--- src/rtl/sgb_pkg.sv ---
// Shared types, constants and the sequencer microcode for the scaled glyph blitter.
`default_nettype none

package sgb_pkg;

    // Fixed geometry of the glyph and of a result word.
    localparam int GLYPH_SIZE     = 8;
    localparam int MASK_BITS      = 32;
    localparam int RESULT_CAP     = 32;
    localparam int COUNT_W        = $clog2(RESULT_CAP + 1);
    localparam int SCREEN_DIM_MAX = 4096;
    localparam int DIM_W          = 13;
    localparam int Y_W            = 18;

    // Configuration port.
    localparam int CFG_DATA_W = 32;
    typedef logic [1:0] t_cfg_index;
    localparam t_cfg_index CFG_SCREEN_WIDTH  = 2'd0;
    localparam t_cfg_index CFG_SCREEN_HEIGHT = 2'd1;
    localparam t_cfg_index CFG_GLYPH_SCALE   = 2'd2;
    localparam t_cfg_index CFG_DRAW_COLOR    = 2'd3;

    // Payload field types.
    typedef logic [63:0]        t_glyph;
    typedef logic signed [15:0] t_coord;
    typedef logic [11:0]        t_pos;
    typedef logic [23:0]        t_index;
    typedef logic [31:0]        t_mask;

    // Sequencer program addresses.
    typedef logic [2:0] t_step;
    localparam t_step ST_IDLE     = 3'd0;
    localparam t_step ST_SETUP    = 3'd1;
    localparam t_step ST_ROW      = 3'd2;
    localparam t_step ST_EMIT     = 3'd3;
    localparam t_step ST_PUSH     = 3'd4;
    localparam t_step ST_NEXT_SY  = 3'd5;
    localparam t_step ST_NEXT_ROW = 3'd6;
    localparam t_step ST_FLUSH    = 3'd7;

    typedef enum logic [2:0] {
        OP_NONE,
        OP_SETUP,
        OP_ROW,
        OP_EMIT,
        OP_PUSH,
        OP_NEXT_SY,
        OP_NEXT_ROW,
        OP_FLUSH
    } t_op;

    typedef enum logic [2:0] {
        COND_ALWAYS,
        COND_NO_INPUT,
        COND_ROW_EMPTY,
        COND_HIDDEN,
        COND_OUT_BUSY,
        COND_SY_MORE,
        COND_ROW_MORE
    } t_cond;

    typedef struct packed {
        logic  accept;
        t_op   op;
        t_cond cond;
        t_step target;
    } t_uword;

    // Each step jumps to target when its condition holds and otherwise falls
    // through to the next address. The last step falls through to address zero.
    function automatic t_uword ucode(input t_step s);
        t_uword w;
        w = '{accept: 1'b0, op: OP_NONE, cond: COND_ALWAYS, target: ST_IDLE};
        unique case (s)
            ST_IDLE:     w = '{1'b1, OP_NONE,     COND_NO_INPUT,  ST_IDLE};
            ST_SETUP:    w = '{1'b0, OP_SETUP,    COND_ALWAYS,    ST_ROW};
            ST_ROW:      w = '{1'b0, OP_ROW,      COND_ROW_EMPTY, ST_NEXT_ROW};
            ST_EMIT:     w = '{1'b0, OP_EMIT,     COND_HIDDEN,    ST_NEXT_SY};
            ST_PUSH:     w = '{1'b0, OP_PUSH,     COND_OUT_BUSY,  ST_PUSH};
            ST_NEXT_SY:  w = '{1'b0, OP_NEXT_SY,  COND_SY_MORE,   ST_EMIT};
            ST_NEXT_ROW: w = '{1'b0, OP_NEXT_ROW, COND_ROW_MORE,  ST_ROW};
            ST_FLUSH:    w = '{1'b0, OP_FLUSH,    COND_OUT_BUSY,  ST_FLUSH};
            default:     w = '{1'b0, OP_NONE,     COND_ALWAYS,    ST_IDLE};
        endcase
        return w;
    endfunction

endpackage

`default_nettype wire

--- src/rtl/sgb_glyph_if.sv ---
// Input channel interface: one glyph word per handshake.
`default_nettype none

interface sgb_glyph_if;
    import sgb_pkg::*;

    logic   valid;
    logic   ready;
    t_glyph glyph_bits;
    t_coord origin_x;
    t_coord origin_y;
    logic   last_char;

    modport source (
        output valid, glyph_bits, origin_x, origin_y, last_char,
        input  ready
    );

    modport sink (
        input  valid, glyph_bits, origin_x, origin_y, last_char,
        output ready
    );
endinterface

`default_nettype wire

--- src/rtl/sgb_row_if.sv ---
// Output channel interface: one frame buffer row write per handshake.
`default_nettype none

interface sgb_row_if;
    import sgb_pkg::*;

    logic   valid;
    logic   ready;
    t_pos   row;
    t_pos   first_col;
    t_index pixel_index;
    t_mask  write_mask;
    logic   last_row;

    modport source (
        output valid, row, first_col, pixel_index, write_mask, last_row,
        input  ready
    );

    modport sink (
        input  valid, row, first_col, pixel_index, write_mask, last_row,
        output ready
    );
endinterface

`default_nettype wire

--- src/rtl/scaled_glyph_blitter_unit.sv ---
// Scaled glyph blitter: turns 8x8 glyph words into clipped, scaled row writes.
`default_nettype none

// Each glyph word is drawn at the pen position, magnified by glyph_scale and
// clipped to the screen; every visible row with lit pixels leaves as one row
// write word (row, first column, pixel index, 32-bit mask), the last one of a
// glyph flagged by last_row. The pen is loaded from the origin fields on the
// first glyph of a string and moves right by 8*scale after each glyph.
// A small microprogram steps through the glyph rows, and the output side can
// stall it. One output register and one holding register let the next row be
// prepared while a row write waits to be taken.
module scaled_glyph_blitter_unit #(
    parameter int MAX_SCALE = 4
) (
    input  logic                               i_clk,
    input  logic                               i_rst_n,
    input  logic                               i_cfg_we,
    input  sgb_pkg::t_cfg_index                i_cfg_index,
    input  logic [sgb_pkg::CFG_DATA_W-1:0]     i_cfg_data,
    sgb_glyph_if.sink                          i_glyph,
    sgb_row_if.source                          o_rows
);
    import sgb_pkg::*;

    localparam int SCALE_W = $clog2(MAX_SCALE + 1);
    localparam int SPAN_W  = $clog2(GLYPH_SIZE * MAX_SCALE + 1);
    localparam int RS_W    = SCALE_W + 3;

    // Configuration.
    logic [DIM_W-1:0] r_screen_width;
    logic [DIM_W-1:0] r_screen_height;
    logic [2:0]       r_glyph_scale;

    // Sequencer and string state.
    t_step            r_step;
    t_step            n_step;
    t_uword           uw;
    logic             r_active;
    logic [15:0]      r_pen_x;
    logic [15:0]      r_pen_y;
    logic [15:0]      n_pen_x;
    t_glyph           r_glyph;
    logic             r_last;

    // Datapath.
    logic [2:0]       r_r;
    logic [SCALE_W-1:0] r_sy;
    logic [Y_W-1:0]   r_y;
    logic [COUNT_W-1:0] r_count;
    logic [MASK_BITS-1:0] r_lane_ok;
    logic [MASK_BITS-1:0] n_lane_ok;
    logic [2:0]       r_lane_k [MASK_BITS];
    logic [2:0]       n_lane_k [MASK_BITS];
    logic [MASK_BITS-1:0] r_row_mask;
    logic [MASK_BITS-1:0] n_row_mask;
    t_pos             r_first;
    logic [14:0]      first_full;
    logic [16:0]      lead_off;
    t_pos             r_new_y;
    logic [24:0]      r_prod;

    // Holding and output registers.
    logic             r_hold_valid;
    t_pos             r_hold_row;
    t_index           r_hold_idx;
    t_mask            r_hold_mask;
    logic             r_out_valid;
    t_pos             r_out_row;
    t_pos             r_out_first;
    t_index           r_out_idx;
    t_mask            r_out_mask;
    logic             r_out_last;

    logic [SCALE_W-1:0] scale;
    logic [SPAN_W-1:0]  span;
    logic [SPAN_W-1:0]  thr [GLYPH_SIZE];
    logic [DIM_W-1:0]   w_eff;
    logic [DIM_W-1:0]   h_eff;
    logic [RS_W-1:0]    row_off;
    logic [7:0]         row_bits;
    logic [16:0]        pen_sum;
    logic               in_acc;
    logic               out_busy;
    logic               out_load;
    logic               visible;
    logic               take;

    always_comb begin
        if (r_glyph_scale == 3'd0) begin
            scale = SCALE_W'(1);
        end else if (32'(r_glyph_scale) > MAX_SCALE) begin
            scale = SCALE_W'(MAX_SCALE);
        end else begin
            scale = SCALE_W'(r_glyph_scale);
        end
    end

    assign span    = SPAN_W'(GLYPH_SIZE) * SPAN_W'(scale);
    assign w_eff   = (r_screen_width > DIM_W'(SCREEN_DIM_MAX)) ? DIM_W'(SCREEN_DIM_MAX)
                                                              : r_screen_width;
    assign h_eff   = (r_screen_height > DIM_W'(SCREEN_DIM_MAX)) ? DIM_W'(SCREEN_DIM_MAX)
                                                               : r_screen_height;
    assign row_off = RS_W'(r_r) * RS_W'(scale);

    // Column thresholds: glyph column k covers offsets k*scale up to (k+1)*scale-1.
    always_comb begin
        for (int j = 0; j < GLYPH_SIZE; j++) begin
            thr[j] = SPAN_W'(j) * SPAN_W'(scale);
        end
    end

    // Per-lane glyph column and visibility, fixed for the whole glyph.
    assign lead_off   = r_pen_x[15] ? (17'd0 - {1'b1, r_pen_x}) : 17'd0;
    assign first_full = r_pen_x[15] ? 15'd0 : r_pen_x[14:0];

    always_comb begin
        logic [16:0] off;
        logic [2:0]  kk;
        for (int i = 0; i < MASK_BITS; i++) begin
            off = lead_off + 17'(i);
            n_lane_ok[i] = (off < 17'(span))
                && ((17'(first_full) + 17'(i)) < 17'(w_eff));
            kk = 3'd0;
            for (int j = 1; j < GLYPH_SIZE; j++) begin
                kk = kk + 3'(17'(thr[j]) <= off);
            end
            n_lane_k[i] = kk;
        end
    end

    // Screen row r takes glyph byte 7-r.
    assign row_bits = r_glyph[{~r_r, 3'b000} +: 8];

    always_comb begin
        for (int i = 0; i < MASK_BITS; i++) begin
            n_row_mask[i] = r_lane_ok[i] & row_bits[r_lane_k[i]];
        end
    end

    assign pen_sum = {r_pen_x[15], r_pen_x} + 17'(span);
    assign n_pen_x = (!pen_sum[16] && pen_sum[15]) ? 16'h7FFF : pen_sum[15:0];

    // Sequencer.
    assign uw       = ucode(r_step);
    assign in_acc   = i_glyph.valid && i_glyph.ready;
    assign out_busy = r_hold_valid && r_out_valid && !o_rows.ready;
    assign out_load = ((uw.op == OP_PUSH) || (uw.op == OP_FLUSH)) && !out_busy
        && r_hold_valid;
    assign visible  = !r_y[Y_W-1] && (r_y[Y_W-2:0] < (Y_W-1)'(h_eff))
        && (r_count != COUNT_W'(RESULT_CAP));

    always_comb begin
        case (uw.cond)
            COND_ALWAYS:    take = 1'b1;
            COND_NO_INPUT:  take = !i_glyph.valid;
            COND_ROW_EMPTY: take = (n_row_mask == '0);
            COND_HIDDEN:    take = !visible;
            COND_OUT_BUSY:  take = out_busy;
            COND_SY_MORE:   take = (r_sy != SCALE_W'(scale - 1'b1));
            COND_ROW_MORE:  take = (r_r != 3'd7);
            default:        take = 1'b0;
        endcase
    end

    assign n_step = take ? uw.target : t_step'(r_step + 3'd1);

    assign i_glyph.ready = uw.accept;

    always_ff @(posedge i_clk) begin
        if (!i_rst_n) begin
            r_screen_width  <= DIM_W'(640);
            r_screen_height <= DIM_W'(480);
            r_glyph_scale   <= 3'd1;
            r_step          <= ST_IDLE;
            r_active        <= 1'b0;
            r_pen_x         <= '0;
            r_pen_y         <= '0;
            r_count         <= '0;
            r_hold_valid    <= 1'b0;
            r_out_valid     <= 1'b0;
        end else begin
            r_step <= n_step;

            if (i_cfg_we) begin
                unique case (i_cfg_index)
                    CFG_SCREEN_WIDTH:  r_screen_width  <= i_cfg_data[DIM_W-1:0];
                    CFG_SCREEN_HEIGHT: r_screen_height <= i_cfg_data[DIM_W-1:0];
                    CFG_GLYPH_SCALE:   r_glyph_scale   <= i_cfg_data[2:0];
                    // The draw color is applied by the frame buffer writer.
                    CFG_DRAW_COLOR:    ;
                    default:           ;
                endcase
            end

            if (in_acc) begin
                r_glyph  <= i_glyph.glyph_bits;
                r_last   <= i_glyph.last_char;
                r_active <= 1'b1;
                if (!r_active) begin
                    r_pen_x <= i_glyph.origin_x;
                    r_pen_y <= i_glyph.origin_y;
                end
            end

            // A word moving out of the holding register replaces one being taken.
            if (out_load) begin
                r_out_valid <= 1'b1;
            end else if (o_rows.ready) begin
                r_out_valid <= 1'b0;
            end

            unique case (uw.op)
                OP_SETUP: begin
                    r_lane_ok <= n_lane_ok;
                    r_lane_k  <= n_lane_k;
                    r_first   <= t_pos'(first_full);
                    r_r       <= 3'd0;
                    r_count   <= '0;
                end
                OP_ROW: begin
                    r_row_mask <= n_row_mask;
                    r_y  <= {{(Y_W-16){r_pen_y[15]}}, r_pen_y} + Y_W'(row_off);
                    r_sy <= '0;
                end
                OP_EMIT: begin
                    if (visible) begin
                        r_new_y <= r_y[11:0];
                        r_prod  <= 25'(r_y[11:0]) * 25'(w_eff);
                        r_count <= r_count + 1'b1;
                    end
                end
                OP_PUSH: begin
                    if (!out_busy) begin
                        // The previous row is known not to be the last one.
                        if (r_hold_valid) begin
                            r_out_row   <= r_hold_row;
                            r_out_first <= r_first;
                            r_out_idx   <= r_hold_idx;
                            r_out_mask  <= r_hold_mask;
                            r_out_last  <= 1'b0;
                        end
                        r_hold_valid <= 1'b1;
                        r_hold_row   <= r_new_y;
                        r_hold_idx   <= t_index'(r_prod + 25'(r_first));
                        r_hold_mask  <= r_row_mask;
                    end
                end
                OP_NEXT_SY: begin
                    r_sy <= r_sy + 1'b1;
                    r_y  <= r_y + 1'b1;
                end
                OP_NEXT_ROW: begin
                    r_r <= r_r + 3'd1;
                end
                OP_FLUSH: begin
                    if (!out_busy) begin
                        if (r_hold_valid) begin
                            r_out_row   <= r_hold_row;
                            r_out_first <= r_first;
                            r_out_idx   <= r_hold_idx;
                            r_out_mask  <= r_hold_mask;
                            r_out_last  <= 1'b1;
                        end
                        r_hold_valid <= 1'b0;
                        r_pen_x      <= n_pen_x;
                        if (r_last) begin
                            r_active <= 1'b0;
                        end
                    end
                end
                OP_NONE: ;
                default: ;
            endcase
        end
    end

    assign o_rows.valid       = r_out_valid;
    assign o_rows.row         = r_out_row;
    assign o_rows.first_col   = r_out_first;
    assign o_rows.pixel_index = r_out_idx;
    assign o_rows.write_mask  = r_out_mask;
    assign o_rows.last_row    = r_out_last;

    // A glyph never leaves a row behind in the holding register.
    a_idle_hold_empty: assert property (@(posedge i_clk) disable iff (!i_rst_n)
        (r_step == ST_IDLE) |-> !r_hold_valid)
        else $error("holding register occupied while waiting for a glyph");

    // The row count of one glyph stays within the result cap.
    a_count_cap: assert property (@(posedge i_clk) disable iff (!i_rst_n)
        r_count <= COUNT_W'(RESULT_CAP))
        else $error("row count exceeded the cap");

    // A completed push always leaves a row waiting in the holding register.
    a_push_fills_hold: assert property (@(posedge i_clk) disable iff (!i_rst_n)
        ((r_step == ST_PUSH) && !out_busy) |=> r_hold_valid)
        else $error("push did not fill the holding register");

endmodule

`default_nettype wire

--- src/flat_wrapper.sv ---
// flat-port wrapper written by rule: the top's interface ports become plain ports
module scaled_glyph_blitter_unit_flat import sgb_pkg::*;
#(
    parameter int MAX_SCALE = 4
)
  (i_clk, i_rst_n, i_cfg_we, i_cfg_index, i_cfg_data, i_glyph_valid, i_glyph_glyph_bits, i_glyph_origin_x, i_glyph_origin_y, i_glyph_last_char, i_glyph_ready, o_rows_valid, o_rows_row, o_rows_first_col, o_rows_pixel_index, o_rows_write_mask, o_rows_last_row, o_rows_ready);
  sgb_glyph_if i_glyph_i ();
  sgb_row_if o_rows_i ();
  input  logic i_clk;
  input  logic i_rst_n;
  input  logic i_cfg_we;
  input  sgb_pkg::t_cfg_index i_cfg_index;
  input  logic [sgb_pkg::CFG_DATA_W-1:0] i_cfg_data;
  input wire logic [$bits(i_glyph_i.valid)-1:0] i_glyph_valid;
  input wire logic [$bits(i_glyph_i.glyph_bits)-1:0] i_glyph_glyph_bits;
  input wire logic [$bits(i_glyph_i.origin_x)-1:0] i_glyph_origin_x;
  input wire logic [$bits(i_glyph_i.origin_y)-1:0] i_glyph_origin_y;
  input wire logic [$bits(i_glyph_i.last_char)-1:0] i_glyph_last_char;
  output wire logic [$bits(i_glyph_i.ready)-1:0] i_glyph_ready;
  output wire logic [$bits(o_rows_i.valid)-1:0] o_rows_valid;
  output wire logic [$bits(o_rows_i.row)-1:0] o_rows_row;
  output wire logic [$bits(o_rows_i.first_col)-1:0] o_rows_first_col;
  output wire logic [$bits(o_rows_i.pixel_index)-1:0] o_rows_pixel_index;
  output wire logic [$bits(o_rows_i.write_mask)-1:0] o_rows_write_mask;
  output wire logic [$bits(o_rows_i.last_row)-1:0] o_rows_last_row;
  input wire logic [$bits(o_rows_i.ready)-1:0] o_rows_ready;
  assign i_glyph_i.valid = i_glyph_valid;
  assign i_glyph_i.glyph_bits = i_glyph_glyph_bits;
  assign i_glyph_i.origin_x = i_glyph_origin_x;
  assign i_glyph_i.origin_y = i_glyph_origin_y;
  assign i_glyph_i.last_char = i_glyph_last_char;
  assign i_glyph_ready = i_glyph_i.ready;
  assign o_rows_valid = o_rows_i.valid;
  assign o_rows_row = o_rows_i.row;
  assign o_rows_first_col = o_rows_i.first_col;
  assign o_rows_pixel_index = o_rows_i.pixel_index;
  assign o_rows_write_mask = o_rows_i.write_mask;
  assign o_rows_last_row = o_rows_i.last_row;
  assign o_rows_i.ready = o_rows_ready;
  scaled_glyph_blitter_unit #(.MAX_SCALE(MAX_SCALE)) u_core (.i_clk(i_clk), .i_rst_n(i_rst_n), .i_cfg_we(i_cfg_we), .i_cfg_index(i_cfg_index), .i_cfg_data(i_cfg_data), .i_glyph(i_glyph_i), .o_rows(o_rows_i));
endmodule
--- config.mk ---
export PLATFORM = sky130hd
export DESIGN_NAME = scaled_glyph_blitter_unit_flat
export DESIGN_NICKNAME = d
export VERILOG_FILES = /design/src/rtl/sgb_pkg.sv /design/src/rtl/sgb_glyph_if.sv /design/src/rtl/sgb_row_if.sv /design/src/rtl/scaled_glyph_blitter_unit.sv /design/src/flat_wrapper.sv
export SDC_FILE = /design/constraint.sdc
export NUM_CORES = 2
export LEC_CHECK = 0
export ABC_AREA = 1
export BUFFER_PORTS_ARGS = -buffer_cell sky130_fd_sc_hd__buf_4
export CORE_MARGIN = 4
export CORE_UTILIZATION = 55
export DETAILED_ROUTE_END_ITERATION = 7
export PLACE_DENSITY = 0.8
export SYNTH_ARGS = -nofsm -noshare
export SYNTH_HDL_FRONTEND = slang
export SYNTH_SLANG_ARGS = --single-unit
export TNS_END_PERCENT = 50
--- constraint.sdc ---
create_clock -name i_clk -period 12.4 [get_ports i_clk]
set_input_delay 0.62 -clock i_clk [delete_from_list [all_inputs] [get_ports i_clk]]
set_output_delay 0.62 -clock i_clk [all_outputs]
set_load 0.03 [all_outputs]
After elaboration in Yosys (flattened, before gate mapping)
Memory sizes are Yosys's and may differ from the RTL's. A register that Yosys moved wholly into a read port is not among the register bits.
Cells that the tools add are included.
Cells by class
  add/sub/neg operators: 264
  multipliers: 6
  magnitude comparators: 324
  equality and inequality tests: 23
  shifts and indexed selects: 1
  multiplexer cells: 97
  bitwise operators: 35
  reductions and logical operators: 72
Operator list (number)
  $le A6 B17 Y1: 96
  $le A5 B17 Y1: 64
  $le A3 B17 Y1: 32
  $le A4 B17 Y1: 32
  $lt A17 B13 Y1: 32
  $lt A17 B6 Y1: 32
  $add A3 B1 Y3: 160
  $add A17 B5 Y17 const B: 16
  $add A15 B5 Y16 const B: 16
  $add A17 B4 Y17 const B: 8
  $add A15 B4 Y16 const B: 8
  $lt A3 B4 Y1 const B: 32
  $bmux W1 S3: 32
  $mux W16: 5
  $add A17 B3 Y17 const B: 4
  $add A1 B1 Y2: 32
  $add A15 B3 Y16 const B: 4
  $shiftx A64 B7 Y8: 1
  $mux W1: 44
  $logic_and A1 B1 Y1: 40
  $pmux W18 S2: 1
  $add A16 B7 Y17: 2
  $add A17 B2 Y17 const B: 2
  $add A15 B2 Y16 const B: 2
  other kinds (48): 125
Word-level totals
  register bits: 519
  memory bits (read-only): 80
  output and inout bits: 83
  memories: 1
Memory list
  (no name shown): words 8, width 10, read ports 1, clocked after Yosys merged registers in 1, write ports 0, RTL line sgb_pkg.sv:74  | unique case (s)

Longest topological paths before layout
  word-level depth: 10
  mapped depth: 34
  mapped depth without buffers: 31

Worst setup path before layout
No wires, ideal clock.
  path kind: register to register
  from: register u_core.r_glyph_scale[2]
  to: register u_core.r_lane_k[70] (netlist bit), data pin
  arrival time: 7.649 ns
  required time: 12.150 ns
  setup slack: 4.501 ns
  stages on the path, launching flop included: 22
  path through: dfxtp_1 -> clkbuf_1 -> inv_1 -> o21ai_1 -> clkinv_1 -> ha_1 -> ha_1 -> xor2_1 -> ha_1 -> nand2_1 -> inv_1 -> o41ai_1 -> inv_1 -> o2111ai_1 -> nor2_1 -> fa_1 -> fa_1 -> inv_1 -> ha_1 -> inv_1 -> fa_1 -> inv_1
RTL lines
  from (decl): RTL line scaled_glyph_blitter_unit.sv:32  | logic [2:0] r_glyph_scale;
  from (signal assigned): RTL line scaled_glyph_blitter_unit.sv:188  | CFG_GLYPH_SCALE: r_glyph_scale <= i_cfg_data[2:0];
  to (signal assigned): RTL line scaled_glyph_blitter_unit.sv:215  | r_lane_k <= n_lane_k;
  to (decl): RTL line scaled_glyph_blitter_unit.sv:52  | logic [2:0] r_lane_k [MASK_BITS];

==> key figures <==
Finish
  – Multi-input logic area: between 40000 and 50000 um2
  – Fillers: between 10000 and 15000
  – Area grow syn2layout: 8.203%
  – Nets: 10540
  – Layout cells sized above 1: 0.06455
  – Fin cells: approximately 11000
  – FF/Latch Area: between 15000 and 20000 um2
  – Util after Layout: 0.6004

STA
  – Final hold slack: between 0.1 and 0.15 ns
  – RSZ-0062 raised after global routing: false
  – Final hold vios: 0
  – Worst-margin pin slew: 1.269 ns
  – Period minus WS final: a little over 8 ns
  – Final Max Slew Viols: 0
  – Final setup viols: 0
  – Period utilization: 0.6638
  – Slew Limit Headroom: 0.1449
  – Setup_tns: 0 ns
  – Fmax: 121.5 MHz
  – Worst Clk Skew: ~0.053 ns

GRT
  – Grt ovf: 0
  – GR Util All Layers: 0.4122
  – Initial antenna violation count: 12
  – Largest net degree at the start of global routing: 141
  – Vias in the first global route: about 65000
  – First-pass GRT wire length: between 400000 and 500000 um

Synthesis
  – Syn Inst Count: between 8000 and 9000
  – Synth async-reset ratio: 0
  – Synth top area share: 0.1978
  – Seq/Total Area, Yosys: 0.2220
  – Synthesized cell area: 67720 um2
  – Yosys reg bits: between 500 and 600
  – Syn Nets: 10360
  – Post-synth EDFFs: 446
  – YS warnings: 0
  – Mean Syn Cell Area: between 7 and 8 um2
  – Largest cells by area after synthesis: edfxtp_1 (20%), ha_1 (20%), nand2_1 (8.2%), inv_1 (7.7%), xor2_1 (6.9%)
  – Top FF cell, synth: edfxtp_1
  – Most frequent cell after synthesis: nand2_1
  – Leading area contributor after synthesis: edfxtp_1
  – Yosys cell types: 72
  – Post-synth top cells: nand2_1 (1486), inv_1 (1382), ha_1 (1058), nor2_1 (913), nand3_1 (629)

Power and ir drop
  – Clock power frac: 0.139
  – Peak VDD IR: just over 0.3 mV
  – Internal power: roughly 6 mW
  – Pwr Total: roughly 12 mW
  – Pwr dens: roughly 170 nW/um2
  – Logic pwr share: 0.645
  – Switching share of power: 0.5083
  – Static Leak: approximately 36 nW
  – Sequential share of power: 0.215
  – Psw: 6.342 mW

Floorplanning
  – I/O pin cnt: between 200 and 250
  – Die height: about 360 um
  – Num rows: 128
  – Core area: 122000 um2
  – Die area: 128800 um2
  – Chip Width: between 300 and 400 um
  – Initial Util: 0.5549

Place
  – Count of input and output buffers: 199
  – Dpl cells: 10700
  – Routability cong.: about 1.1
  – DPL Wire Length: between 200000 and 250000 um

Worst hold path
  – Hold/Removal Path Class: input pin to flip-flop

Run
  – Total of max-cap violations: 0

Setup path
  – Worst path bufs/invs: 6
  – CP max stage delay: between 0.8 and 0.9 ns
  – CP endpoint kind: flip-flop
  – Critical-path cell list: inv_1 > ha_1 > inv_1 > nor2_4 > nand3_2 > nand3_2 > inv_1 > buf_4 > ha_1 > inv_1 > nor2_1 > nand2_1 > nor2_2 > nand2_1 > xor2_1 > nand3_1 > nor3_2 > nand4_1 > fa_1 > fa_1 > ha_1 > inv_1 > fa_1 > xnor2_1
  – Critical Path RT: roughly 13 ns
  – Crit path max fanout: 24
  – CP max-delay cell: nor2_2
  – Delay-heaviest family, CP: simple AND/OR/NAND/NOR gates
  – WP data arrival: 8.63 ns
  – WS Path Type: flip-flop to flip-flop
  – CP most frequent cell: inv_1
  – Startpoint Class: flip-flop

CTS
  – CTS tree: yes
  – Clock transition at the registers of the reported paths: about 0.060 ns
  – Cts hold-fix bufs: 0
  – Root buffer cell: clkbuf_16
  – Clk_lat worst skew: around 0.7 ns
  – Clock Sinks: between 500 and 600
  – Htree depth: 2
  – CTS Buf Count: 57
  – Clock Path Buffers: 3
  – Post_cts resized: 0
  – Post-CTS setup buffer count: 0

Routing
  – Routed Antenna Nets: 0
  – Drt drc: 0
  – Routed len/inst: around 26 um
  – Total number of vias: 67630
  – Initial DRC Count: around 9000
  – TritonRoute pass-1 iters: 8
  – Post-Route WL: roughly 280000 um
  – Drt via density: approximately 6.3

Status
  – Status: completed
==> final cells by class <==
| type | count | area share |
|---|---|---|
| multi-input combinational | 6779 | 0.6339 |
| sequential | 528 | 0.2052 |
| inverter | 1441 | 0.07392 |
| timing repair buffer | 323 | 0.03326 |
| tap | 1625 | 0.02775 |
| clock buffer | 60 | 0.01962 |
| clock inverter | 40 | 0.006027 |
| antenna | 8 | 0.0002732 |
==> routing by layer <==
metal | vias to the layer above | global-route usage | wire length, um
met4 | 6 | 0.2811 | 23510
li1 | 30330 | - | -
met1 | 31680 | 0.5184 | 102100
met2 | 4472 | 0.6211 | 114500
met3 | 1139 | 0.1070 | 35940
met5 | - | 0 | 42
==> power by group through the flow <==
| stage | sequential (mW) | combinational (mW) | clock [mW] |
|---|---|---|---|
| after CTS | 2.67 | 7.83 | 1.76 |
| after global placement | 2.69 | 7.45 | 0 |
| after floorplan | 2.65 | 5.25 | 0 |
| final | 2.69 | 8.05 | 1.74 |
| after global routing | 2.71 | 8.85 | 1.83 |
| after detailed placement | 2.71 | 7.74 | 0 |
==> cell usage in the layout (no fill, tap or decap), drive strengths merged, types with 32 or more instances in the layout <==
master   instances
clkinv          49
xnor2           75
a21o            33
a31oi           34
o21bai          45
dfxtp           82
inv           1421
nor2           969
nor3           167
a2111oi         32
buf            323
xor2           537
fa             211
a21oi          541
clkbuf          60
edfxtp         446
o21ai          364
nand3          636
ha            1058
o2111ai         33
o211ai          37
nand3b          38
nor4            41
nand4          200
nand2         1508
==> kinds of logic (layout without fill, tap and decap cells) <==
kind of cell | Yosys count | in the layout | synth area share
and+or+nand+nor | 3611 | 3611 | 0.2360
buffers and inverters | 1646 | 1864 | 0.09397
AOI/OAI and AO/OA | 1287 | 1287 | 0.1110
adders and majority gates | 1269 | 1269 | 0.2578
xor gates and xnor gates | 612 | 612 | 0.07915
DFF | 528 | 528 | 0.2220
other | 0 | 8 | 0
==> worst reg2reg max path, stage by stage, from the launching register on <==
cell and delay (ns):
dfxtp_1 0.65, inv_1 0.17, ha_1 0.24, inv_1 0.11, nor2_4 0.06, nand3_2 0.13, nand3_2 0.40, inv_1 0.16
buf_4 0.46, ha_1 0.45, inv_1 0.45, nor2_1 0.41, nand2_1 0.42, nor2_2 0.83, nand2_1 0.14, xor2_1 0.17
nand3_1 0.19, nor3_2 0.45, nand4_1 0.23, fa_1 0.55, fa_1 0.56, ha_1 0.14, inv_1 0.05, fa_1 0.39
xnor2_1 0.14
==> metrics by stage <==
stage / area (um2) / worst slack (ns)
6_report: 73280 / 4.168
5_1_grt: 73260 / 3.953
4_1_cts: 73260 / 4.589
3_5_place_dp: 71380 / 4.611
3_3_place_gp: 71380 / 4.730
2_1_floorplan: 67720 / 4.501
==> registers in the layout, indices dropped and copies added (netlist names), 6 cells and up <==
name / flops
u_core.r_pen_y: 16
u_core.r_count: 6
u_core.r_lane_ok: 32
u_core.r_y: 18
u_core.r_glyph: 64
u_core.r_first: 12
u_core.r_hold_row: 12
u_core.r_prod: 24
u_core.r_screen_width: 13
u_core.r_new_y: 12
u_core.r_hold_mask: 32
u_core.o_rows.write_mask: 32
u_core.uw: 9
u_core.r_row_mask: 32
u_core.o_rows.row: 12
u_core.r_hold_idx: 24
u_core.r_pen_x: 16
u_core.o_rows.first_col: 12
u_core.o_rows.pixel_index: 24
u_core.r_lane_k: 96
u_core.r_screen_height: 13
==> final timing paths <==
kind	start	slack [ns]	endpoint	cells after the start
setup reg to reg	u_core.r_pen_x[1]$_SDFFE_PN0P_	4.17	u_core.r_lane_k[86]$_DFFE_PP_	24
hold reg to reg	u_core.r_new_y[2]$_DFFE_PP_	0.41	u_core.r_hold_row[2]$_DFFE_PP_	0
setup / recovery	u_core.r_pen_x[1]$_SDFFE_PN0P_	4.17	u_core.r_lane_k[86]$_DFFE_PP_	24
hold / removal	i_glyph_glyph_bits[49]	0.11	u_core.r_glyph[49]$_DFFE_PP_	1
(Power assumes the default switching activity.)
